File: src/fddg_pkg.sv
// -----------------------------------------------------------------------------
// fddg_pkg
// Shared widths, constants and controller/datapath interface types for the
// fraction decimal digit generator.
// -----------------------------------------------------------------------------
package fddg_pkg;

    // Field widths
    localparam int NUM_W   = 31;          // numerator / denominator
    localparam int DIGIT_W = 4;           // one decimal digit, 0..10
    localparam int T_W     = NUM_W + 4;   // ten times a remainder
    localparam int IDX_W   = 2;           // quotient bit index, 3 down to 0

    // Default digit count per transaction
    localparam int DIGITS_DEF = 21;

    // Highest quotient bit of one digit step (quotient never exceeds ten)
    localparam logic [IDX_W-1:0] IDX_TOP = 2'd3;

    // Controller to datapath commands
    typedef struct packed {
        logic             load;      // capture the input pair
        logic             mul;       // multiply remainder by ten, clear quotient
        logic             step;      // one restoring divide step
        logic [IDX_W-1:0] idx;       // quotient bit for this step
        logic             out_load;  // load the result register
        logic             out_err;   // result is an error result
        logic             out_last;  // result closes the run
    } t_cmd;

    // Datapath to controller status
    typedef struct packed {
        logic bad;                   // zero denominator or numerator above it
    } t_sts;

endpackage

File: src/fddg_datapath.sv
// -----------------------------------------------------------------------------
// fddg_datapath
// Running remainder, denominator, quotient build-up and result register.
// One quotient bit is resolved per step by compare and subtract.
// -----------------------------------------------------------------------------
module fddg_datapath
    import fddg_pkg::*;
(
    input  logic               i_clk,
    input  logic [NUM_W-1:0]   i_numerator,
    input  logic [NUM_W-1:0]   i_denominator,
    input  t_cmd               i_cmd,
    output t_sts               o_sts,
    output logic [DIGIT_W-1:0] o_digit,
    output logic               o_error,
    output logic               o_last
);

    logic [T_W-1:0]     r_t;
    logic [T_W-1:0]     n_t;
    logic [NUM_W-1:0]   r_den;
    logic [DIGIT_W-1:0] r_q;
    logic [DIGIT_W-1:0] n_q;
    logic [DIGIT_W-1:0] r_digit;
    logic               r_error;
    logic               r_last;

    logic [T_W-1:0]     ten_r;
    logic [T_W-1:0]     den_sh;
    logic               fits;

    // Ten times the remainder as eight times plus two times
    assign ten_r = T_W'({r_t[NUM_W-1:0], 3'b000}) + T_W'({r_t[NUM_W-1:0], 1'b0});

    // Shifted divisor and trial compare for the current quotient bit
    assign den_sh = T_W'(r_den) << i_cmd.idx;
    assign fits   = (r_t >= den_sh);

    // Select next remainder and quotient
    always_comb begin
        n_t = r_t;
        n_q = r_q;
        if (i_cmd.load) begin
            n_t = T_W'(i_numerator);
        end else if (i_cmd.mul) begin
            n_t = ten_r;
            n_q = '0;
        end else if (i_cmd.step && fits) begin
            n_t = r_t - den_sh;
            n_q = r_q | (DIGIT_W'(1) << i_cmd.idx);
        end
    end

    // Hold working registers
    always_ff @(posedge i_clk) begin
        r_t <= n_t;
        r_q <= n_q;
        if (i_cmd.load) begin
            r_den <= i_denominator;
        end
    end

    // Load the result register
    always_ff @(posedge i_clk) begin
        if (i_cmd.out_load) begin
            r_digit <= i_cmd.out_err ? '0 : r_q;
            r_error <= i_cmd.out_err;
            r_last  <= i_cmd.out_last;
        end
    end

    // Reject a zero denominator or a numerator above the denominator
    assign o_sts.bad = (r_den == '0) || (r_t[NUM_W-1:0] > r_den);

    assign o_digit = r_digit;
    assign o_error = r_error;
    assign o_last  = r_last;

endmodule

File: src/fddg_ctrl.sv
// -----------------------------------------------------------------------------
// fddg_ctrl
// Sequencer for one transaction: check, then per digit a multiply state,
// four divide steps and an emit state. Owns the output valid flag.
// -----------------------------------------------------------------------------
module fddg_ctrl
    import fddg_pkg::*;
#(
    parameter int DIGITS = DIGITS_DEF
) (
    input  logic i_clk,
    input  logic i_rst_n,
    input  logic i_valid,
    output logic o_stall,
    input  logic i_stall,
    output logic o_valid,
    input  t_sts i_sts,
    output t_cmd o_cmd
);

    localparam int CNT_W = (DIGITS > 1) ? $clog2(DIGITS) : 1;

    typedef enum logic [2:0] {
        S_IDLE,
        S_CHK,
        S_ERR,
        S_MUL,
        S_DIV,
        S_EMIT
    } t_state;

    t_state           r_state;
    t_state           n_state;
    logic [CNT_W-1:0] r_cnt;
    logic [CNT_W-1:0] n_cnt;
    logic [IDX_W-1:0] r_idx;
    logic [IDX_W-1:0] n_idx;
    logic             r_valid;
    logic             n_valid;

    logic             out_free;
    logic             cnt_end;

    assign out_free = !r_valid || !i_stall;
    assign cnt_end  = (r_cnt == CNT_W'(DIGITS - 1));

    // Decode commands and next state
    always_comb begin
        n_state         = r_state;
        n_cnt           = r_cnt;
        n_idx           = r_idx;
        n_valid         = r_valid && i_stall;
        o_cmd           = '0;
        o_cmd.idx       = r_idx;
        o_cmd.out_last  = cnt_end;
        unique case (r_state)
            S_IDLE: begin
                if (i_valid) begin
                    o_cmd.load = 1'b1;
                    n_state    = S_CHK;
                end
            end
            S_CHK: begin
                n_cnt   = '0;
                n_state = i_sts.bad ? S_ERR : S_MUL;
            end
            S_ERR: begin
                if (out_free) begin
                    o_cmd.out_load = 1'b1;
                    o_cmd.out_err  = 1'b1;
                    o_cmd.out_last = 1'b1;
                    n_valid        = 1'b1;
                    n_state        = S_IDLE;
                end
            end
            S_MUL: begin
                o_cmd.mul = 1'b1;
                n_idx     = IDX_TOP;
                n_state   = S_DIV;
            end
            S_DIV: begin
                o_cmd.step = 1'b1;
                n_idx      = r_idx - 1'b1;
                if (r_idx == '0) begin
                    n_state = S_EMIT;
                end
            end
            S_EMIT: begin
                if (out_free) begin
                    o_cmd.out_load = 1'b1;
                    n_valid        = 1'b1;
                    n_cnt          = r_cnt + 1'b1;
                    n_state        = cnt_end ? S_IDLE : S_MUL;
                end
            end
            default: begin
                n_state = S_IDLE;
            end
        endcase
    end

    // Hold state, counters and output valid
    always_ff @(posedge i_clk) begin
        if (!i_rst_n) begin
            r_state <= S_IDLE;
            r_cnt   <= '0;
            r_idx   <= '0;
            r_valid <= 1'b0;
        end else begin
            r_state <= n_state;
            r_cnt   <= n_cnt;
            r_idx   <= n_idx;
            r_valid <= n_valid;
        end
    end

    assign o_stall = (r_state != S_IDLE);
    assign o_valid = r_valid;

endmodule

File: src/fraction_decimal_digit_generator_top.sv
// -----------------------------------------------------------------------------
// fraction_decimal_digit_generator_top
// Decimal expansion of a proper fraction by long division, one digit at a time.
//
//   channel  direction  handshake           payload
//   input    in         i_valid / o_stall   i_numerator, i_denominator
//   result   out        o_valid / i_stall   o_digit, o_error, o_last
//
// A transaction runs a load and a check step and then, per digit, a
// multiply-by-ten step, four compare-and-subtract steps of the shared
// divide unit and an emit step.
// A rejected pair gives one error result.
// Reset is synchronous and active low; it clears the sequencer and output valid.
// A stalled result holds the sequencer in its emit cycle; a new transaction
// is taken while the final result still waits.
// -----------------------------------------------------------------------------
module fraction_decimal_digit_generator_top
    import fddg_pkg::*;
#(
    parameter int DIGITS = DIGITS_DEF
) (
    input  logic               i_clk,
    input  logic               i_rst_n,
    input  logic               i_valid,
    output logic               o_stall,
    input  logic [NUM_W-1:0]   i_numerator,
    input  logic [NUM_W-1:0]   i_denominator,
    output logic               o_valid,
    input  logic               i_stall,
    output logic [DIGIT_W-1:0] o_digit,
    output logic               o_error,
    output logic               o_last
);

    t_cmd cmd;
    t_sts sts;

    // Sequencer
    fddg_ctrl #(
        .DIGITS (DIGITS)
    ) u_ctrl (
        .i_clk   (i_clk),
        .i_rst_n (i_rst_n),
        .i_valid (i_valid),
        .o_stall (o_stall),
        .i_stall (i_stall),
        .o_valid (o_valid),
        .i_sts   (sts),
        .o_cmd   (cmd)
    );

    // Divide datapath and result register
    fddg_datapath u_datapath (
        .i_clk         (i_clk),
        .i_numerator   (i_numerator),
        .i_denominator (i_denominator),
        .i_cmd         (cmd),
        .o_sts         (sts),
        .o_digit       (o_digit),
        .o_error       (o_error),
        .o_last        (o_last)
    );

endmodule
File: config.mk
export PLATFORM = sky130hd
export DESIGN_NAME = fraction_decimal_digit_generator_top
export DESIGN_NICKNAME = d
export VERILOG_FILES = /design/src/fddg_pkg.sv /design/src/fddg_datapath.sv /design/src/fddg_ctrl.sv /design/src/fraction_decimal_digit_generator_top.sv
export SDC_FILE = /design/constraint.sdc
export NUM_CORES = 1
export LEC_CHECK = 0
export BUFFER_PORTS_ARGS = -buffer_cell sky130_fd_sc_hd__buf_2
export CAP_MARGIN = 20
export CORE_AREA = 2 2 171 157
export DETAILED_ROUTE_END_ITERATION = 6
export DIE_AREA = 0 0 173 159
export SETUP_SLACK_MARGIN = 0.3
export SYNTH_ARGS = -nofsm -noshare
export SYNTH_HDL_FRONTEND = slang
export SYNTH_SLANG_ARGS = --single-unit
export TNS_END_PERCENT = 1
File: constraint.sdc
create_clock -name i_clk -period 5 [get_ports i_clk]
set_input_delay 1 -clock i_clk [delete_from_list [all_inputs] [get_ports i_clk]]
set_output_delay 1 -clock i_clk [all_outputs]
set_load 0.02 [all_outputs]
==> results.md <==
* CP startpoint: u_ctrl.r_idx[0]$_SDFFE_PN0P_
* CP cell instances: buf_4, mux4_2, inv_1, ha_1, a211oi_1, o21ai_0, a32oi_1, nor2_1, a211oi_2, and3_4, a221oi_4, nor2_2, inv_1, buf_12
* Fillers at 2666
* Finished Cell Area at 0.00988 mm²
* # hold bufs at CTS at 0
* Detail-routed via count per cell at 5.48
* Setup TNS at 0 ps
* Nets at 1243
* Top-count cell post-synth: a21oi_1
* Mux cell area share after synthesis at 6.54%
* Final Wtd Congestion at 0.961
* Crit path capture type: register
* FP Rows at 56
* Die ar. at 0.0275 mm²
* First-pass GRT wire length at 40300 µm
* Max Root-Sink Buffers at 2
* WL per Instance at 17.7 µm
* Synth Area in XOR/XNOR at 5.52%
* Initial Utilization at 34.6%
* Number of flops mapped to enable cells by yosys at 72
* I/O Pins at 74
* Largest family of logic cells by synthesized area: compound AO/OA/AOI/OAI gates
* TritonCTS clock tree: yes
* Most used DFF post-synth: edfxtp_1
* Area Overhead vs Synth at 11.2%
* Seq/Total Area, Yosys at 27.7%
* Port buffer count at 73
* MaxCap Viol Count at 0
* Worst-path clk slew at 70 ps
* GRT Residual Overflow at 0
* Largest net degree at the start of global routing at 52
* Startpoint class of the critical path: register
* Setup bufs post-CTS at 0
* Synth Net Count at 1191
* 1st-iter DRT viols at 843
* GRT Resource Usage Total at 18.4%
* Post-synthesis adder-cell area fraction at 14.5%
* Diode count at 0
* Final setup fails at 0
* Critical Path Max Stage Delay at 630 ps
* Ratio of cells with drive above 1 in the final layout at 14.3%
* CTS H-tree depth at 3
* Most frequent CP cell: inv_1
* Post-Synthesis Cell Area at 0.00888 mm²
* Most frequent cells after synthesis: a21oi_1 (106), ha_1 (100), nor2_1 (88)
* Run status: finished clean
* Post-DP HPWL at 19900 µm
* WS Path Type: reg -> reg
* Aggregate routed wire length at 25300 µm
* Slew HR at 56.0%
* Post-layout min period at 4190 ps
* Synth Instances at 1023
* Via count at 7824
* Inserted Clock Buffers at 9
* Resize count post-CTS at 0
* Crit-path slowest cell: dfxtp_2
* Core Box Area at 0.0256 mm²
* CTS Root Cell: clkbuf_16
* R2R Setup Slk at 810 ps
* Worst-Skew Late Latency at 360 ps
* Complex-gate fraction of the synthesized area at 23.1%
* Asr flop ratio synth at 0%
* Final hold vios at 0
* RSZ-0062 raised after global routing: false
* CP arrival at 4300 ps
* Slew at the pin closest to its max-slew limit at 654 ps
* Antenna-violating nets left at 0
* Synth cell types at 81
* Post-Synth Simple-Gate Area at 17.1%
* Synth area leader: edfxtp_1
* Reg area at 0.00246 mm²
* Syn Area/Cell at 8.68 µm²
* Hold crit path type: reg -> reg
* Vias in the first global route at 7329
* Sinks on Clock Net at 87
* Die H at 159 µm
* Yosys top cell area share at 24.3%
* Antenna violations before repair at 0
* Number of synthesized register bits at 87
* Fin crit share at 83.8%
* CP Max Fanout at 24
* Slew Viols, Final at 0
* CP required at 5110 ps
* Layout Skew at 10.6 ps
* Synth warnings at 0
* DP Area at 0.00960 mm²
* 1st-pass router iterations at 5
* Area contributors post-synth: edfxtp_1 (24%), ha_1 (14%), mux4_2 (6.1%)
* Max Freq at 239 MHz
* HP Start: u_datapath.r_t[31]$_SDFFE_PP0P_
* Die W at 173 µm
* Post-route DRC at 0
* Worst R2R Start: u_ctrl.r_idx[0]$_SDFFE_PN0P_
* Multi-input gate area at 0.00594 mm²
placed cells by master, fill, tap and decap left out, drive strengths merged, types with 9 or more instances in the layout:
cell type	instances
a21o	35
a21oi	111
a31oi	11
and2	16
and3	10
buf	82
clkbuf	9
dfxtp	15
edfxtp	72
ha	100
inv	87
mux4	24
nand2	80
nand2b	18
nand3	19
nand4	22
nor2	90
nor2b	11
nor3	11
o211ai	12
o21a	11
o21ai	83
xnor2	30
xor2	26
layout make-up:
| type | count | share of cell area [%] |
|---|---|---|
| clock inverter | 7 | 0.608 |
| tap | 348 | 4.41 |
| sequential | 87 | 24.9 |
| timing repair buffer | 82 | 4.51 |
| multi-input combinational | 813 | 60.1 |
| inverter | 82 | 3.12 |
| clock buffer | 9 | 2.28 |
sequential cells by signal, summed over array words and instances (netlist names):
signal,count
u_datapath.o_error,1
u_ctrl.o_valid,1
u_ctrl.r_state,3
u_datapath.o_digit,4
u_datapath.r_t,35
u_datapath.o_last,1
u_ctrl.r_cnt,5
u_datapath.r_q,4
u_datapath.r_den,31
u_ctrl.r_idx,2
per-layer routing:
| layer | wire (µm) | vias up | share of wire, % | global-route usage [%] |
|---|---|---|---|---|
| met5 | 0 | - | 0 | 0 |
| met4 | 282 | 0 | 1.1 | 3.12 |
| met3 | 1960 | 22 | 7.7 | 4.32 |
| met2 | 10700 | 247 | 42 | 27.1 |
| met1 | 12300 | 3684 | 49 | 27.6 |
| li1 | - | 3871 | - | - |
per-stage QoR:
stage / cells / setup WS (ps) / util [%] / hold slack, ps
3_3_place_gp: 1412 / 936 / 37.4 / 471
2_1_floorplan: 1023 / 780 / - / 440
6_report: 1428 / 809 / 38.5 / 480
4_1_cts: 1428 / 803 / 38.5 / 484
3_5_place_dp: 1412 / 827 / 37.4 / 476
5_1_grt: 1428 / 506 / 38.5 / 528
final timing paths:
kind | to | cells past startpoint
worst max-delay path | u_datapath.r_t[25]$_DFFE_PP_ | 14
worst min-delay path | u_datapath.r_t[31]$_SDFFE_PP0P_ | 2
worst max register to register | u_datapath.r_t[25]$_DFFE_PP_ | 14
worst min register to register | u_datapath.r_t[31]$_SDFFE_PP0P_ | 2
kinds of logic after synthesis:
kind of cell	after synthesis
compound gates	320
simple gates	307
buf+inv	123
fa+ha+maj	102
flops	87
xor+xnor	56
mux	28
critical path: cells and delay by family, from the launching register on:
| family | cells | cell delay [ps] |
|---|---|---|
| AOI/OAI and AO/OA | 5 | 1070 |
| adders and majority gates | 1 | 330 |
| buffers and inverters | 4 | 840 |
| DFF | 1 | 630 |
| muxes | 1 | 520 |
| and+or+nand+nor | 3 | 520 |
Power is not shown: default switching activity piles up to over one toggle a cycle in this logic, so the estimate is an artifact.
